$ cat config.mk
export PLATFORM = sky130hd
export DESIGN_NAME = unix_seconds_to_calendar_date
export DESIGN_NICKNAME = d
export VERILOG_FILES = /design/src/hdl/uscd_pkg.sv /design/src/hdl/unix_seconds_to_calendar_date.sv /design/src/hdl/uscd_ctrl.sv /design/src/hdl/uscd_datapath.sv
export VERILOG_INCLUDE_DIRS = /design/src /design/src/hdl
export SDC_FILE = /design/constraint.sdc
export NUM_CORES = 1
export LEC_CHECK = 0
export BUFFER_PORTS_ARGS = -buffer_cell sky130_fd_sc_hd__buf_4
export CORE_MARGIN = 2
export CORE_UTILIZATION = 51
export CTS_BUF_LIST = sky130_fd_sc_hd__clkbuf_8
export DETAILED_ROUTE_END_ITERATION = 6
export GPL_TIMING_DRIVEN = 0
export PLACE_DENSITY_LB_ADDON = 0.25
export SLEW_MARGIN = 20
export SYNTH_ARGS = -nofsm -noshare
export SYNTH_HDL_FRONTEND = slang
export SYNTH_SLANG_ARGS = --single-unit
$ cat constraint.sdc
create_clock -name clock -period 7.25 [get_ports clock]
set_input_delay 1.0875 -clock clock [delete_from_list [all_inputs] [get_ports clock]]
set_output_delay 1.0875 -clock clock [all_outputs]
set_load 0.01 [all_outputs]
$ cat src/hdl/unix_seconds_to_calendar_date_macros.svh
// Assertion macros shared by the calendar date converter.
`ifndef UNIX_SECONDS_TO_CALENDAR_DATE_MACROS_SVH
`define UNIX_SECONDS_TO_CALENDAR_DATE_MACROS_SVH

// Same-cycle implication, checked on every rising clock edge outside reset.
`define USCD_ASSERT_SAME(label, clk, rst, ante, cons) \
   label: assert property (@(posedge clk) disable iff (rst) (ante) |-> (cons)) \
      else $error("calendar date converter check failed");

// Next-cycle implication, checked on every rising clock edge outside reset.
`define USCD_ASSERT_NEXT(label, clk, rst, ante, cons) \
   label: assert property (@(posedge clk) disable iff (rst) (ante) |=> (cons)) \
      else $error("calendar date converter check failed");

`endif

$ cat src/hdl/uscd_pkg.sv
// Shared types, constants and the month length function of the date converter.
package uscd_pkg;

   // Field widths of the items.
   localparam int SECONDS_W = 32;
   localparam int YEAR_W    = 12;
   localparam int MONTH_W   = 4;
   localparam int DAY_W     = 5;
   localparam int HOUR_W    = 5;
   localparam int MINUTE_W  = 6;
   localparam int SECOND_W  = 6;
   localparam int REQ_DATA_W = 32;
   localparam int RSP_DATA_W = 40;

   // Time constants in seconds.
   localparam logic [31:0] SECS_PER_MINUTE = 32'd60;
   localparam logic [31:0] SECS_PER_HOUR   = 32'd3600;
   localparam logic [31:0] SECS_PER_DAY    = 32'd86400;
   localparam logic [31:0] SECS_LEAP_YEAR  = 32'd31622400;
   localparam logic [31:0] SECS_PLAIN_YEAR = 32'd31536000;
   localparam logic [31:0] SECS_DAYS28     = 32'd2419200;
   localparam logic [31:0] SECS_DAYS29     = 32'd2505600;
   localparam logic [31:0] SECS_DAYS30     = 32'd2592000;
   localparam logic [31:0] SECS_DAYS31     = 32'd2678400;

   // Epoch year and its residues for the century and 400-year rules.
   localparam logic [11:0] EPOCH_YEAR   = 12'd1970;
   localparam logic [6:0]  EPOCH_MOD100 = 7'd70;
   localparam logic [8:0]  EPOCH_MOD400 = 9'd370;
   localparam logic [6:0]  MOD100_LAST  = 7'd99;
   localparam logic [8:0]  MOD400_LAST  = 9'd399;

   // Month codes.
   localparam logic [3:0] MONTH_JAN = 4'd1;
   localparam logic [3:0] MONTH_FEB = 4'd2;
   localparam logic [3:0] MONTH_MAR = 4'd3;
   localparam logic [3:0] MONTH_APR = 4'd4;
   localparam logic [3:0] MONTH_MAY = 4'd5;
   localparam logic [3:0] MONTH_JUN = 4'd6;
   localparam logic [3:0] MONTH_JUL = 4'd7;
   localparam logic [3:0] MONTH_AUG = 4'd8;
   localparam logic [3:0] MONTH_SEP = 4'd9;
   localparam logic [3:0] MONTH_OCT = 4'd10;
   localparam logic [3:0] MONTH_NOV = 4'd11;
   localparam logic [3:0] MONTH_DEC = 4'd12;

   // Reciprocal of 60 scaled by 2^18 and rounded up; exact for every value below 3600.
   localparam logic [12:0] MIN_RECIP       = 13'd4370;
   localparam int          MIN_RECIP_SHIFT = 18;

   // Controller states.
   typedef enum logic [2:0] {
      ST_IDLE,
      ST_YEAR,
      ST_MONTH,
      ST_DAY,
      ST_HOUR,
      ST_MINUTE,
      ST_OUTPUT
   } state_type;

   // Datapath operations.
   typedef enum logic [2:0] {
      OP_NONE,
      OP_LOAD,
      OP_YEAR,
      OP_MONTH,
      OP_DAY,
      OP_HOUR,
      OP_MINUTE,
      OP_OUTPUT
   } op_type;

   // Command from the controller to the datapath.
   typedef struct packed {
      op_type op;
   } cmd_type;

   // Status from the datapath: whether the remainder covers another unit.
   typedef struct packed {
      logic year_ge;
      logic month_ge;
      logic day_ge;
      logic hour_ge;
   } status_type;

   // Length of a month in seconds.
   function automatic logic [31:0] month_secs(input logic [3:0] month, input logic leap);
      logic [31:0] secs;
      case (month) inside
         MONTH_FEB: secs = leap ? SECS_DAYS29 : SECS_DAYS28;
         MONTH_APR, MONTH_JUN, MONTH_SEP, MONTH_NOV: secs = SECS_DAYS30;
         default: secs = SECS_DAYS31;
      endcase
      return secs;
   endfunction

endpackage

$ cat src/hdl/unix_seconds_to_calendar_date.sv
// Converts one item at a time: after loading, whole years, months, days and hours are
// taken off the remainder in turn, then the minute is found and the result is registered.
// The next item is accepted only after the result is registered, and a result still held
// by the receiver keeps the next one from being registered until it is taken.
// The cost is set by a single shared subtractor stepping one unit a cycle.
// Reset (synchronous, active high) clears the controller and the output valid flag.
module unix_seconds_to_calendar_date (
   input  logic                                clock,
   input  logic                                reset,
   input  logic                                req_tvalid,
   output logic                                req_tready,
   // [31:0] unix_seconds
   input  logic [uscd_pkg::REQ_DATA_W-1:0]     req_tdata,
   output logic                                rsp_tvalid,
   input  logic                                rsp_tready,
   // [11:0] year, [15:12] month, [20:16] day, [25:21] hour, [31:26] minute,
   // [37:32] second, [39:38] zero
   output logic [uscd_pkg::RSP_DATA_W-1:0]     rsp_tdata
);

`include "unix_seconds_to_calendar_date_macros.svh"

   uscd_pkg::cmd_type    cmd;
   uscd_pkg::status_type status;
   logic                 out_write;
   logic                 rsp_month_ok;

   // Sequencing of the conversion steps.
   uscd_ctrl u_ctrl (
      .clock      (clock),
      .reset      (reset),
      .req_tvalid (req_tvalid),
      .req_tready (req_tready),
      .rsp_tvalid (rsp_tvalid),
      .rsp_tready (rsp_tready),
      .status     (status),
      .cmd        (cmd)
   );

   // Arithmetic and storage.
   uscd_datapath u_datapath (
      .clock    (clock),
      .cmd      (cmd),
      .req_data (req_tdata),
      .status   (status),
      .rsp_data (rsp_tdata)
   );

   // Terms used by the checks below.
   assign out_write    = cmd.op == uscd_pkg::OP_OUTPUT;
   assign rsp_month_ok = (rsp_tdata[15:12] >= uscd_pkg::MONTH_JAN)
                         && (rsp_tdata[15:12] <= uscd_pkg::MONTH_DEC);

   // An accepted item keeps the input closed for at least the next cycle.
   `USCD_ASSERT_NEXT(a_busy_after_accept, clock, reset, req_tvalid && req_tready, !req_tready)

   // A new result is only written into a free or draining output register.
   `USCD_ASSERT_SAME(a_output_free, clock, reset, out_write, !rsp_tvalid || rsp_tready)

   // Month of a presented result is always a real month.
   `USCD_ASSERT_SAME(a_month_range, clock, reset, rsp_tvalid, rsp_month_ok)

endmodule

$ cat src/hdl/uscd_ctrl.sv
// Controller state machine that sequences the year, month, day and time steps.
module uscd_ctrl (
   input  logic                 clock,
   input  logic                 reset,
   input  logic                 req_tvalid,
   output logic                 req_tready,
   output logic                 rsp_tvalid,
   input  logic                 rsp_tready,
   input  uscd_pkg::status_type status,
   output uscd_pkg::cmd_type    cmd
);

   uscd_pkg::state_type state_ff;
   uscd_pkg::state_type state_in;
   logic                rsp_valid_ff;
   logic                rsp_valid_in;

   // State and output valid registers.
   always_ff @(posedge clock) begin
      if (reset) begin
         state_ff     <= uscd_pkg::ST_IDLE;
         rsp_valid_ff <= 1'b0;
      end else begin
         state_ff     <= state_in;
         rsp_valid_ff <= rsp_valid_in;
      end
   end

   // Next state and commands.
   always_comb begin
      state_in     = state_ff;
      cmd.op       = uscd_pkg::OP_NONE;
      req_tready   = 1'b0;
      rsp_valid_in = rsp_valid_ff && !rsp_tready;
      unique case (state_ff)
         uscd_pkg::ST_IDLE: begin
            req_tready = 1'b1;
            if (req_tvalid) begin
               cmd.op   = uscd_pkg::OP_LOAD;
               state_in = uscd_pkg::ST_YEAR;
            end
         end
         uscd_pkg::ST_YEAR: begin
            if (status.year_ge) begin
               cmd.op = uscd_pkg::OP_YEAR;
            end else begin
               state_in = uscd_pkg::ST_MONTH;
            end
         end
         uscd_pkg::ST_MONTH: begin
            if (status.month_ge) begin
               cmd.op = uscd_pkg::OP_MONTH;
            end else begin
               state_in = uscd_pkg::ST_DAY;
            end
         end
         uscd_pkg::ST_DAY: begin
            if (status.day_ge) begin
               cmd.op = uscd_pkg::OP_DAY;
            end else begin
               state_in = uscd_pkg::ST_HOUR;
            end
         end
         uscd_pkg::ST_HOUR: begin
            if (status.hour_ge) begin
               cmd.op = uscd_pkg::OP_HOUR;
            end else begin
               state_in = uscd_pkg::ST_MINUTE;
            end
         end
         uscd_pkg::ST_MINUTE: begin
            cmd.op   = uscd_pkg::OP_MINUTE;
            state_in = uscd_pkg::ST_OUTPUT;
         end
         uscd_pkg::ST_OUTPUT: begin
            // Hand over once the output register is free or being emptied.
            if (!rsp_valid_ff || rsp_tready) begin
               cmd.op       = uscd_pkg::OP_OUTPUT;
               rsp_valid_in = 1'b1;
               state_in     = uscd_pkg::ST_IDLE;
            end
         end
         default: begin
            state_in = uscd_pkg::ST_IDLE;
         end
      endcase
   end

   assign rsp_tvalid = rsp_valid_ff;

endmodule

$ cat src/hdl/uscd_datapath.sv
// Datapath: remainder register, shared subtractor, date counters and output register.
module uscd_datapath (
   input  logic                                clock,
   input  uscd_pkg::cmd_type                   cmd,
   input  logic [uscd_pkg::REQ_DATA_W-1:0]     req_data,
   output uscd_pkg::status_type                status,
   output logic [uscd_pkg::RSP_DATA_W-1:0]     rsp_data
);

   logic [31:0] rem_ff,     rem_in;
   logic [11:0] year_ff,    year_in;
   logic [6:0]  mod100_ff,  mod100_in;
   logic [8:0]  mod400_ff,  mod400_in;
   logic [3:0]  month_ff,   month_in;
   logic [4:0]  day_ff,     day_in;
   logic [4:0]  hour_ff,    hour_in;
   logic [5:0]  minute_ff,  minute_in;
   logic [uscd_pkg::RSP_DATA_W-1:0] out_ff, out_in;

   logic        leap;
   logic [31:0] year_len;
   logic [31:0] month_len;
   logic [31:0] sub_val;
   logic [24:0] min_prod;
   logic [11:0] min_secs;
   logic [5:0]  second;

   // Payload registers need no reset.
   always_ff @(posedge clock) begin
      rem_ff    <= rem_in;
      year_ff   <= year_in;
      mod100_ff <= mod100_in;
      mod400_ff <= mod400_in;
      month_ff  <= month_in;
      day_ff    <= day_in;
      hour_ff   <= hour_in;
      minute_ff <= minute_in;
      out_ff    <= out_in;
   end

   // Leap rule and the lengths of the current year and month.
   always_comb begin
      leap = ((year_ff[1:0] == 2'd0) && (mod100_ff != 7'd0)) || (mod400_ff == 9'd0);
      year_len  = leap ? uscd_pkg::SECS_LEAP_YEAR : uscd_pkg::SECS_PLAIN_YEAR;
      month_len = uscd_pkg::month_secs(month_ff, leap);
   end

   // Compares that tell the controller whether another unit fits.
   always_comb begin
      status.year_ge  = rem_ff >= year_len;
      status.month_ge = (month_ff != uscd_pkg::MONTH_DEC) && (rem_ff >= month_len);
      status.day_ge   = rem_ff >= uscd_pkg::SECS_PER_DAY;
      status.hour_ge  = rem_ff >= uscd_pkg::SECS_PER_HOUR;
   end

   // Minute by reciprocal multiply; the remainder is below one hour here.
   always_comb begin
      min_prod = 25'(rem_ff[11:0]) * 25'(uscd_pkg::MIN_RECIP);
      min_secs = 12'(minute_ff) * 12'(uscd_pkg::SECS_PER_MINUTE);
      second   = 6'(rem_ff[11:0] - min_secs);
   end

   // Subtrahend for the shared subtractor.
   always_comb begin
      case (cmd.op)
         uscd_pkg::OP_YEAR:  sub_val = year_len;
         uscd_pkg::OP_MONTH: sub_val = month_len;
         uscd_pkg::OP_DAY:   sub_val = uscd_pkg::SECS_PER_DAY;
         uscd_pkg::OP_HOUR:  sub_val = uscd_pkg::SECS_PER_HOUR;
         default:            sub_val = 32'd0;
      endcase
   end

   // Register updates for each operation.
   always_comb begin
      rem_in    = rem_ff;
      year_in   = year_ff;
      mod100_in = mod100_ff;
      mod400_in = mod400_ff;
      month_in  = month_ff;
      day_in    = day_ff;
      hour_in   = hour_ff;
      minute_in = minute_ff;
      out_in    = out_ff;
      unique case (cmd.op)
         uscd_pkg::OP_LOAD: begin
            rem_in    = req_data[31:0];
            year_in   = uscd_pkg::EPOCH_YEAR;
            mod100_in = uscd_pkg::EPOCH_MOD100;
            mod400_in = uscd_pkg::EPOCH_MOD400;
            month_in  = uscd_pkg::MONTH_JAN;
            day_in    = 5'd1;
            hour_in   = 5'd0;
         end
         uscd_pkg::OP_YEAR: begin
            rem_in    = rem_ff - sub_val;
            year_in   = year_ff + 12'd1;
            mod100_in = (mod100_ff == uscd_pkg::MOD100_LAST) ? 7'd0 : mod100_ff + 7'd1;
            mod400_in = (mod400_ff == uscd_pkg::MOD400_LAST) ? 9'd0 : mod400_ff + 9'd1;
         end
         uscd_pkg::OP_MONTH: begin
            rem_in   = rem_ff - sub_val;
            month_in = month_ff + 4'd1;
         end
         uscd_pkg::OP_DAY: begin
            rem_in = rem_ff - sub_val;
            day_in = day_ff + 5'd1;
         end
         uscd_pkg::OP_HOUR: begin
            rem_in  = rem_ff - sub_val;
            hour_in = hour_ff + 5'd1;
         end
         uscd_pkg::OP_MINUTE: begin
            minute_in = min_prod[uscd_pkg::MIN_RECIP_SHIFT +: 6];
         end
         uscd_pkg::OP_OUTPUT: begin
            out_in = {2'b00, second, minute_ff, hour_ff, day_ff, month_ff, year_ff};
         end
         default: begin
         end
      endcase
   end

   assign rsp_data = out_ff;

endmodule
==> run summary, run 1 <==
The flow ran to the end, and the final reports show no timing, DRC or antenna violations. Buffers added to address setup during post-CTS repair amount to 0. The transition time of the tightest slew-check pin was 683 ps; the maximum fanout along the worst path was 12. TritonCTS built the clock tree. Leading cell type by number of instances after synthesis: edfxtp_1. Critical path endpoint category: a flip-flop.

The number of pins exceeding their max-slew limit in the final report was 0; the remaining number of nets flagged by the antenna check after routing was 0. Ranked by instance count, the synthesized netlist is headed by edfxtp_1, ha_1, nand2_1. The top-level I/O count came out at 78. Routability-driven placement finished with a final weighted congestion of 0.884. Measured along the x axis, the die boundary spans 133 um. The average cell area after synthesis came out at 10.7 sq um. The largest total area in the synthesized netlist belongs to edfxtp_1. The count of buffers added on input and output ports is 75.

The number of antenna violations at the first check in global routing is 0, and the net count reported at finish is 1052. The area share of the largest cell type after synthesis is 41.8%, and the site row count is 47. The routed design could run at a clock period as short as 6630 ps. After clock tree synthesis, the clock-pin slew on the worst setup and hold paths is 80 ps.

In this run, CTS created clock tree buffers numbering 17. Of the total synthesized cell area, the portion taken by AND, OR, NAND and NOR gates is 14.9%. The run gives 620 ps as the register-to-register path setup slack. For this design, the CTS-stage hold fixing added 0 buffers.

0 antenna diodes ended up in the layout. Per-cell via count in the routed design: 5.48. The parity-gate share of the synthesized area counting xor and xnor cells is 6.20%, and the final worst setup slack is 623 ps.

The synthesized netlist occupies a cell area of 8480 sq um. Summed over all layers, the global routing overflow is 0. No sink is reached through more buffers than the 2 on the longest clock path. The run gives 29200 um as the first-pass GRT wire length. The core region is 16400 sq um. Once detailed placement completed, the half-perimeter wirelength came to 13400 um. The tools report the overall routing resource usage as 20.9%. The die covers 17700 sq um.

The number of global-route vias before repair is 6091, and the die height is 133 um. Yosys mapped a number of flops with a built-in enable equal to 118. The synthesized netlist devotes 19.1% of its cell area to adder and majority cells. The tightest min-delay check is of the flip-flop to flip-flop type.

Among all flip-flop cells after synthesis, the most frequent one is edfxtp_1. During synthesis, Yosys emitted a total of 0 warnings. Wires add up to 17500 um.

The worst setup timing slack at the placement stage is 639 ps. The initial utilization of the core area, before any placement, comes to 51.7%. In this run, distinct cell masters in the synthesized netlist total 63.

In the final timing run, aggregate negative setup slack is 0 ps. The tree is rooted in a clkbuf_8. The final setup violation count came out at 0. The first-pass iteration count of the detailed router came out at 5.

For the worst setup path, the data required time is 7430 ps. The later pin in the worst-skew pair is clocked with a latency of 450 ps. In the post-synthesis netlist, the biggest area contributors are edfxtp_1, ha_1, nand2_1, xnor2_1, xor2_1. The pin count of the biggest net entering global routing was 29. The H-tree depth is 4.

STA classifies the critical path startpoint as a flip-flop. Based on the critical path, the design can be clocked at up to 151 MHz. The fraction of synthesis flops using an asynchronous set or reset pin came out at 0%. Max-slew headroom at the worst pin: 54.3%. The setup path with the least slack is of type flip-flop to flip-flop. Maximum clock skew at final layout: 16.5 ps.

The synthesized design contains 122 register bits. The run gives 6159 as the number of vias in the routed layout. For this run, the register share of the synthesized area comes to 42.7%.

For the number of violations reported at the end of detailed-routing iteration 0, the log shows 362. The fraction of the cycle the final worst path needs is 91.4%, and the ratio of cells with drive above 1 in the final layout is 17.9%. The mux contribution to synthesized area was 0.236%. The number of hold violations in the final report was 0; the number of design rule violations left after detail routing was 0.

The final routed wire length divided by cell count came out at 15.6 um. The total of max-cap violations was 0. The run gives 795 as the number of cells produced by synthesis.

By area, the combinational part of the netlist is dominated by adder cells. The area growth from synthesis to layout is 15.2%. The number of sinks on the clock net was 122. The compound-gate portion of the synthesized area is 12.5%, and the critical path data arrival time is 6810 ps.
[registers in the layout, indices dropped and copies added, names as in the netlist]
name and count:
u_datapath.rsp_data 38, u_datapath.rem_ff 32, u_datapath.year_ff 12, u_datapath.mod400_ff 9
u_datapath.mod100_ff 7, u_datapath.minute_ff 6, u_datapath.day_ff 5, u_datapath.hour_ff 5
u_datapath.month_ff 4, u_ctrl.state_ff 3, u_ctrl.rsp_tvalid 1
[per-layer routing]
metal	vias up	GRT usage, %	wire length (um)
met5	-	0	0
met4	0	9.08	515
met3	34	3.26	654
met2	169	33.3	8070
met1	2868	28.3	8300
li1	3088	-	-
[through the flow]
| stage | cells | area (sq um) | util (%) | hold slack, ps |
|---|---|---|---|---|
| final | 1123 | 9770 | 59.6 | 426 |
| after global routing | 1123 | 9770 | 59.6 | 435 |
| after CTS | 1123 | 9770 | 59.5 | 428 |
| after detailed placement | 1092 | 9360 | 57.1 | 411 |
| after global placement | 1091 | 9320 | 56.8 | 407 |
| after floorplan | 796 | 8490 | - | 400 |
[placed cells by master, fill, tap and decap left out, types with 6 or more instances in the layout]
cell type  instances
buf_4             77
nor3_1            12
buf_2              7
nand3_1           26
inv_1             63
a21oi_2           13
o21ai_0           29
a211oi_1          10
and3_1             8
xor2_1            30
nor4_1             6
and2_1             9
nor2_2            14
edfxtp_1         118
ha_1             117
buf_6              6
nand2b_1           8
clkbuf_8          17
nand2_1           70
a21oi_1           42
a21o_1            11
xnor2_1           30
nand4_1           11
fa_1               8
nor2_1            56
[worst max-delay path: stages (launching register included)]
cell	delay [ps]
edfxtp_1	430
inv_1	80
ha_1	140
nand2b_1	50
nor4_1	200
a22o_1	470
inv_1	260
ha_1	360
and4b_1	220
nand2_1	90
nor4_1	180
a21oi_1	170
a2111oi_4	430
buf_2	310
inv_1	120
buf_2	250
nor2_1	170
a211oi_1	70
ha_1	410
a21oi_1	160
o21ai_0	200
nand4bb_1	300
a211oi_1	330
o21ai_0	240
a2111oi_1	450
xnor2_1	160
o21ai_0	100
[kinds of logic (layout without fill, tap and decap cells)]
kind of cell,Yosys count,in the layout
xor+xnor,60,60
other cells,1,2
simple gates,252,252
mux,2,2
flops,122,122
fa+ha+maj,125,125
buf+inv,82,189
compound gates,151,151
[timing repair]
item | 4_1_cts | 5_1_grt
endpoints found under the hold margin | 0 | 0
gates resized for setup | 0 | 1
setup endpoints to repair | 0 | 1
[final timing paths]
| path | startpoint | to | cells past startpoint |
|---|---|---|---|
| worst max-delay path | u_datapath.mod400_ff[0] | u_datapath.rem_ff[28] | 26 |
| worst min register to register | u_datapath.minute_ff[4] | u_datapath.rsp_data[30] | 0 |
| worst max register to register | u_datapath.mod400_ff[0] | u_datapath.rem_ff[28] | 26 |
| worst min-delay path | u_datapath.minute_ff[4] | u_datapath.rsp_data[30] | 0 |
[cell type report]
type | count | area [sq um]
repair buffers | 76 | 591
flip-flops and latches | 122 | 3620
multi-input cells | 592 | 4510
plain buffers | 19 | 133
fillers | 1422 | 6640
inverters | 63 | 236
clock inverters | 14 | 171
clock buffers | 17 | 234
well taps | 220 | 275
Power of run 1 is not shown: default switching activity piles up to over one toggle a cycle in this logic, so the estimate is an artifact.
==> run 2, diff against run 1 <==
--- a/config.mk
+++ b/config.mk
@@ -6,6 +6,7 @@
 export SDC_FILE = /design/constraint.sdc
 export NUM_CORES = 1
 export LEC_CHECK = 0
+export ABC_AREA = 1
 export BUFFER_PORTS_ARGS = -buffer_cell sky130_fd_sc_hd__buf_4
 export CORE_MARGIN = 2
 export CORE_UTILIZATION = 51
==> run 2 against run 1 <==
Effect of this change: critical endpoint unchanged; highest routed layer unchanged; count of clock-buffer cells in the layout is the same; final cell count grew 28%; sequential share of layout area shrank 2.6 points; final area grew 7.5%.
==> run summary, run 2 <==
Leading cell type by number of instances after synthesis: nand2_1. The number of enable flip-flop cells after synthesis is 118 (unchanged). The final routed wire length divided by cell count came out at 14.9 um (-4.5%). The net count reported at finish came out at 1352 (+29%).

The total of max-cap violations was 0 (unchanged); the max-slew headroom at the worst pin was 53.5% (-0.87 points). The logs give 16800 um (+25%) for the HPWL after detailed placement and 34800 um (+19%) for the first-pass GRT wire length. The slowest stage of the critical path is the edfxtp_1 cell. The worst setup path is of the flip-flop to flip-flop kind.

Count of state elements after synthesis: 122 (unchanged). TritonCTS built the clock tree. The count of unique library cells instantiated by Yosys is 47 (-25%), and the per-cell via count in the routed design is 5.31 (-3.1%). Compared with the post-synthesis result, the final layout area differs by 13.7%. The first-pass iteration count of the detailed router was 5 (unchanged); the number of diodes was 0 (unchanged). The remaining global-route overflow came out at 0 (unchanged). The count of buffers inserted at the top-level ports was 75 (unchanged); the number of cells produced by synthesis was 1095 (+38%). The overall routing resource usage was 22.7% (+1.8 points). The routed wire length was 21400 um (+22%). The number of buffers created by CTS was 17 (unchanged). The path type of the worst min-delay path is flip-flop to flip-flop.

The run gives 78 (unchanged) as the top-level I/O count. Leaving out fill and tap cells, the most frequent cells in the layout are nand2_1, inv_1, nor2_1. The logs give 122 (unchanged) for the number of sinks on the clock net and 39.2% (-3.5 points) for the share of synthesized area occupied by flip-flops and latches. The final estimated routing congestion in global placement was 1.00 (+13%); the worst setup timing slack at the placement stage was 1960 ps (+1320 ps). The tools report the final worst setup slack as 1810 ps (+1190 ps). By area the synthesized netlist is led by edfxtp_1, ha_1, nand2_1, inv_1, nor2_1.

The run gives 13.8 ps (-2.79 ps) as the maximum clock skew at final layout. The final setup violation count was 0 (unchanged). The cell taking the most area after synthesis is edfxtp_1. The number of cells on the worst reg-to-reg path came out at 30 (+15%). The most common cell after layout, fill and taps aside was nand2_1.

The number of stages on the worst hold path came out at 0 (unchanged). The H-tree depth was 4 (unchanged); the fraction of the cycle the final worst path needs was 75.0% (-16 points). The tools report the clock insertion delay at the later pin of the skew report as 450 ps (about the same). The width of the die came out at 139 um (+4.2%). Critical path endpoint category: a flip-flop. The utilization after layout was 58.9% (-0.66 points); the number of global-route vias before repair was 7270 (+19%). For the total of hold buffers inserted after clock tree synthesis, the log shows 0 (unchanged). The number of antenna violations at the first check in global routing came out at 0 (unchanged). The logs give 0 (unchanged) for the warning count from the yosys run and 0 (unchanged) for the total of cells resized after clock tree synthesis. Transition time of the tightest slew-check pin: 696 ps (+13.0 ps). The combined area of all synthesized cells is 9240 sq um (+8.9%). The maximum fanout along the worst path works out to 10 (-2). The clock input transition at the sequential cells of the worst setup and hold paths came out at 80 ps (about the same). Setup repair after global routing left no endpoint under its margin. The worst endpoint required time is 7460 ps (+30 ps). The highest cell delay on the worst timing path was 450 ps (-20 ps); the maximum number of buffers from clock root to sink was 2 (unchanged). The critical path data arrival time came out at 5650 ps (-1160 ps). The site row count is 49 (+4.3%). Sorting the synthesized cells by how often they occur yields nand2_1, inv_1, nor2_1. Number of violations reported at the end of detailed-routing iteration 0: 483 (+33%). STA classifies the critical path startpoint as a flip-flop. The prevailing post-synth register cell is edfxtp_1.

The average cell area after synthesis is 8.44 sq um (-21%), and the final period demand of the worst path is 5440 ps (-1190 ps). The ratio of cells with drive above 1 in the final layout works out to 11.8% (-6.1 points). The post-CTS setup-driven buffer insertion count was 0 (unchanged); the number of design rule violations left after detail routing was 0 (unchanged). The number of vias in the routed layout is 7611 (+24%). The run finished with clean final reports.

The run gives 0 (unchanged) as the number of hold violations in the final report. The tools report the die footprint as 19200 sq um (+8.7%). The initial standard-cell utilization of the core was 51.8% (+0.095 points). The area share of the largest cell type after synthesis is 38.3% (-3.4 points), and the setup TNS is 0 ps (unchanged). The fraction of synthesis flops using an asynchronous set or reset pin is 0% (unchanged), and the total core area is 17800 sq um (+8.7%). The die height works out to 139 um (+4.2%).

The remaining number of nets flagged by the antenna check after routing is 0 (unchanged). Cell type with the highest occurrence count on the critical path: nand2_1. The flip-flop count of the largest register, all copies and words added came out at 38 (unchanged). Root buffer cell: clkbuf_8. For the highest achievable clock rate, the log shows 184 MHz (+22%).

The run gives 0 (unchanged) as the number of pins exceeding their max-slew limit in the final report. For the pin count of the biggest net entering global routing, the log shows 29 (unchanged).
[run 2: critical path: cells and delay by family, from the launching register on]
kind	cells	cell delay (ps)
AOI/OAI and AO/OA	4	1150
adders and majority gates	3	850
DFF	1	450
and+or+nand+nor	16	1800
buffers and inverters	6	770
xor gates and xnor gates	1	170
[run 2: logic make-up after synthesis]
kind of cell	count (synthesis)	share of synthesized area [%]
simple gates	482	22.2
flops	122	39.2
xor+xnor	49	4.64
other cells	1	0.0406
compound gates	139	8.61
buf+inv	177	7.69
fa+ha+maj	125	17.6
[run 2: stage by stage]
stage | instance area (sq um) | hold slack [ps] | cells
4_1_cts | 10500 | 428 | 1432
6_report | 10500 | 428 | 1432
3_3_place_gp | 10100 | 406 | 1400
3_5_place_dp | 10100 | 412 | 1401
2_1_floorplan | 9240 | 400 | 1096
5_1_grt | 10500 | 427 | 1432
[run 2: layout make-up]
type,count,area [sq um]
inverter,164,616
timing repair buffer,76,583
sequential,122,3620
clock inverter,14,146
fill,1585,7330
tap,229,287
buffer,13,95.1
multi-input combinational,797,4920
clock buffer,17,234
[run 2: worst paths after layout]
| check | slack [ps] | startpoint | endpoint |
|---|---|---|---|
| max | 1810 | u_datapath.mod100_ff[0] | u_datapath.rem_ff[28] |
| max reg2reg | 1810 | u_datapath.mod100_ff[0] | u_datapath.rem_ff[28] |
| min | 430 | u_datapath.minute_ff[4] | u_datapath.rsp_data[30] |
| min reg2reg | 430 | u_datapath.minute_ff[4] | u_datapath.rsp_data[30] |
[run 2: layer usage]
metal,vias up,share of wire (%),global-route usage (%)
li1,3852,-,-
met1,3514,46,30.4
met2,215,47,38.4
met3,30,5.4,3.00
met4,0,1.7,7.47
met5,-,0,0
Power of run 2 is left out for the same reason.
==> run 3, diff against run 2 <==
==> constraint.sdc (replaced) <==
create_clock -name clock -period 4.98 [get_ports clock]
set_input_delay 0.747 -clock clock [delete_from_list [all_inputs] [get_ports clock]]
set_output_delay 0.747 -clock clock [all_outputs]
set_load 0.01 [all_outputs]
==> run 3 against run 2 <==
Effect of this change: global-route usage is 0.13 points higher; largest cell class unchanged; highest routed layer unchanged; routed wire length is 4.2% higher; count of clock-buffer cells in the layout stayed put.
==> run summary, run 3 (synthesis results as in run 2) <==
The run finished with clean final reports. Number of pins exceeding their max-slew limit in the final report: 0 (unchanged). The final estimated routing congestion in global placement is 1.00 (unchanged), and the die footprint is 19200 sq um (unchanged). The run gives 35000 um (+0.60%) as the first-pass GRT wire length. The run gives 78 (unchanged) as the top-level I/O count. The most critical setup path has its startpoint at u_datapath.mod400_ff[0]. The launching element type of the critical path was a flip-flop. For the number of vias in the routed layout, the log shows 7840 (+3.0%). The startpoint of the tightest hold check path was u_datapath.minute_ff[4].

STA classifies the critical path endpoint as a flip-flop. The number of hold violations in the final report is 0 (unchanged), and the total of max-cap violations is 0 (unchanged). The library cells used most frequently in the layout, excluding fill and tap cells, are nand2_1, inv_1, edfxtp_1. For the critical path data arrival time, the log shows 5010 ps (-640 ps). The number of violations reported at the end of detailed-routing iteration 0 was 534 (+11%); the H-tree depth was 4 (unchanged).

The count of buffers inserted at the top-level ports is 75 (unchanged), and the routed wire length is 22200 um (+4.2%). The maximum fanout along the worst path works out to 8 (-2). From synthesis to final layout, the design area changed by 19.2%. The total core area came out at 17800 sq um (unchanged). First-pass iteration count of the detailed router: 5 (unchanged). For the minimum hold slack, the log shows 427 ps (-0.322 ps). The run gives 53.5% (+0.062 points) as the max-slew headroom at the worst pin.

The run gives 208 MHz (+13%) as the highest achievable clock rate. The tools report the site row count as 49 (unchanged). The number of design rule violations left after detail routing was 0 (unchanged); the total of hold buffers inserted after clock tree synthesis was 0 (unchanged). The run gives 16800 um (unchanged) as the HPWL after detailed placement. Number of diodes: 0 (unchanged). The cell that appears most often on the critical path is nand2_1. The multi-input logic area is 5230 sq um (+6.3%). The number of buffers created by CTS came out at 17 (unchanged). TritonCTS built the clock tree. The maximum number of buffers from clock root to sink is 2 (unchanged), and the fraction of the cycle the final worst path needs is 96.5% (+21 points). The net count reported at finish came out at 1375 (+1.7%). The setup path with the least slack is of type flip-flop to flip-flop. Overall routing resource usage: 22.8% (+0.13 points). For the number of global-route vias before repair, the log shows 7317 (+0.65%). The slowest stage of the critical path is the edfxtp_1 cell. Leaving out fill and tap cells, the most frequent cell in the layout is nand2_1. In this run the critical register-to-register path is launched from u_datapath.mod400_ff[0].

Root buffer cell: clkbuf_8. The width of the die was 139 um (unchanged). The final period demand of the worst path is 4800 ps (-635 ps), and the clock input transition at the sequential cells of the worst setup and hold paths is 80 ps (about the same). The logs give 0 (unchanged) for the number of antenna violations at the first check in global routing and 5190 ps (-2270 ps) for the worst endpoint required time. The per-cell via count in the routed design is 5.39 (+1.4%), and the maximum clock skew at final layout is 11.9 ps (-1.86 ps). The run gives 0 (unchanged) as the final setup violation count. The pin count of the biggest net entering global routing was 29 (unchanged). The tightest min-delay check is of the flip-flop to flip-flop type.

The remaining number of nets flagged by the antenna check after routing was 0 (unchanged); the number of sinks on the clock net was 122 (unchanged). The die height was 139 um (unchanged). The transition time of the tightest slew-check pin is 695 ps (-0.934 ps), and the flip-flop count of the largest register, all copies and words added is 38 (unchanged). For the sequential standard cell area, the log shows 3620 sq um (unchanged).

The initial standard-cell utilization of the core is 51.8% (unchanged). The clock insertion delay at the later pin of the skew report is 450 ps (about the same). The logs give 1495 (-5.7%) for the filler cell count in the final layout and 0 (unchanged) for the remaining global-route overflow.

The final routed wire length divided by cell count works out to 15.3 um (+2.5%). The ratio of cells with drive above 1 in the final layout is 17.9% (+6.1 points). The highest cell delay on the worst timing path was 430 ps (-20 ps).
## run 3: critical path, delay by kind of cell (launching register included)
family | cells | cell delay, ps
adder cells (fa/ha/maj) | 3 | 700
flip-flops | 1 | 430
AO/OA/AOI/OAI | 5 | 730
buffers and inverters | 6 | 850
AND/OR/NAND/NOR | 15 | 1670
XOR/XNOR | 1 | 180
## run 3: final cells by class
| type | instances | share of cell area, % |
|---|---|---|
| Timing Repair Buffer | 99 | 6.90 |
| Inverter | 164 | 5.68 |
| Sequential cell | 122 | 32.9 |
| Buffer | 13 | 0.955 |
| Clock buffer | 17 | 2.12 |
| Tap cell | 229 | 2.60 |
| Clock inverter | 14 | 1.33 |
| Multi-Input combinational cell | 797 | 47.5 |
## run 3: final timing paths
check                            endpoint  slack, ps  cells after the start
setup / recovery    u_datapath.rem_ff[18]        180                     30
hold / removal    u_datapath.rsp_data[30]        430                      0
setup reg to reg    u_datapath.rem_ff[18]        180                     30
hold reg to reg   u_datapath.rsp_data[30]        430                      0
## run 3: through the flow
| stage | utilization, % | TNS (ps) | instance area [sq um] | instances | worst slack, ps |
|---|---|---|---|---|---|
| 6_report | 61.7 | 0 | 11000 | 1455 | 177 |
| 5_1_grt | 61.7 | -638 | 11000 | 1455 | -85.1 |
| 4_1_cts | 59.3 | -46.2 | 10600 | 1435 | -46.2 |
| 3_5_place_dp | 56.8 | -2280 | 10100 | 1401 | -308 |
| 3_3_place_gp | 56.6 | -1790 | 10100 | 1400 | -266 |
| 2_1_floorplan | - | 0 | 9240 | 1096 | 778 |
## run 3: timing repair
item,in CTS,in global routing
setup buffers,3,20
pin swaps,0,16
endpoints found under the setup margin,18,23
gates resized for setup,15,59
endpoints found under the hold margin,0,0
## run 3: layer usage
layer | up-vias | track usage [%] | routed length [um]
met5 | - | 0 | 0
met4 | 0 | 7.41 | 426
met3 | 43 | 3.14 | 1530
met2 | 284 | 38.8 | 10700
met1 | 3621 | 30.3 | 9560
li1 | 3892 | - | -
Power of run 3 is left out for the same reason.
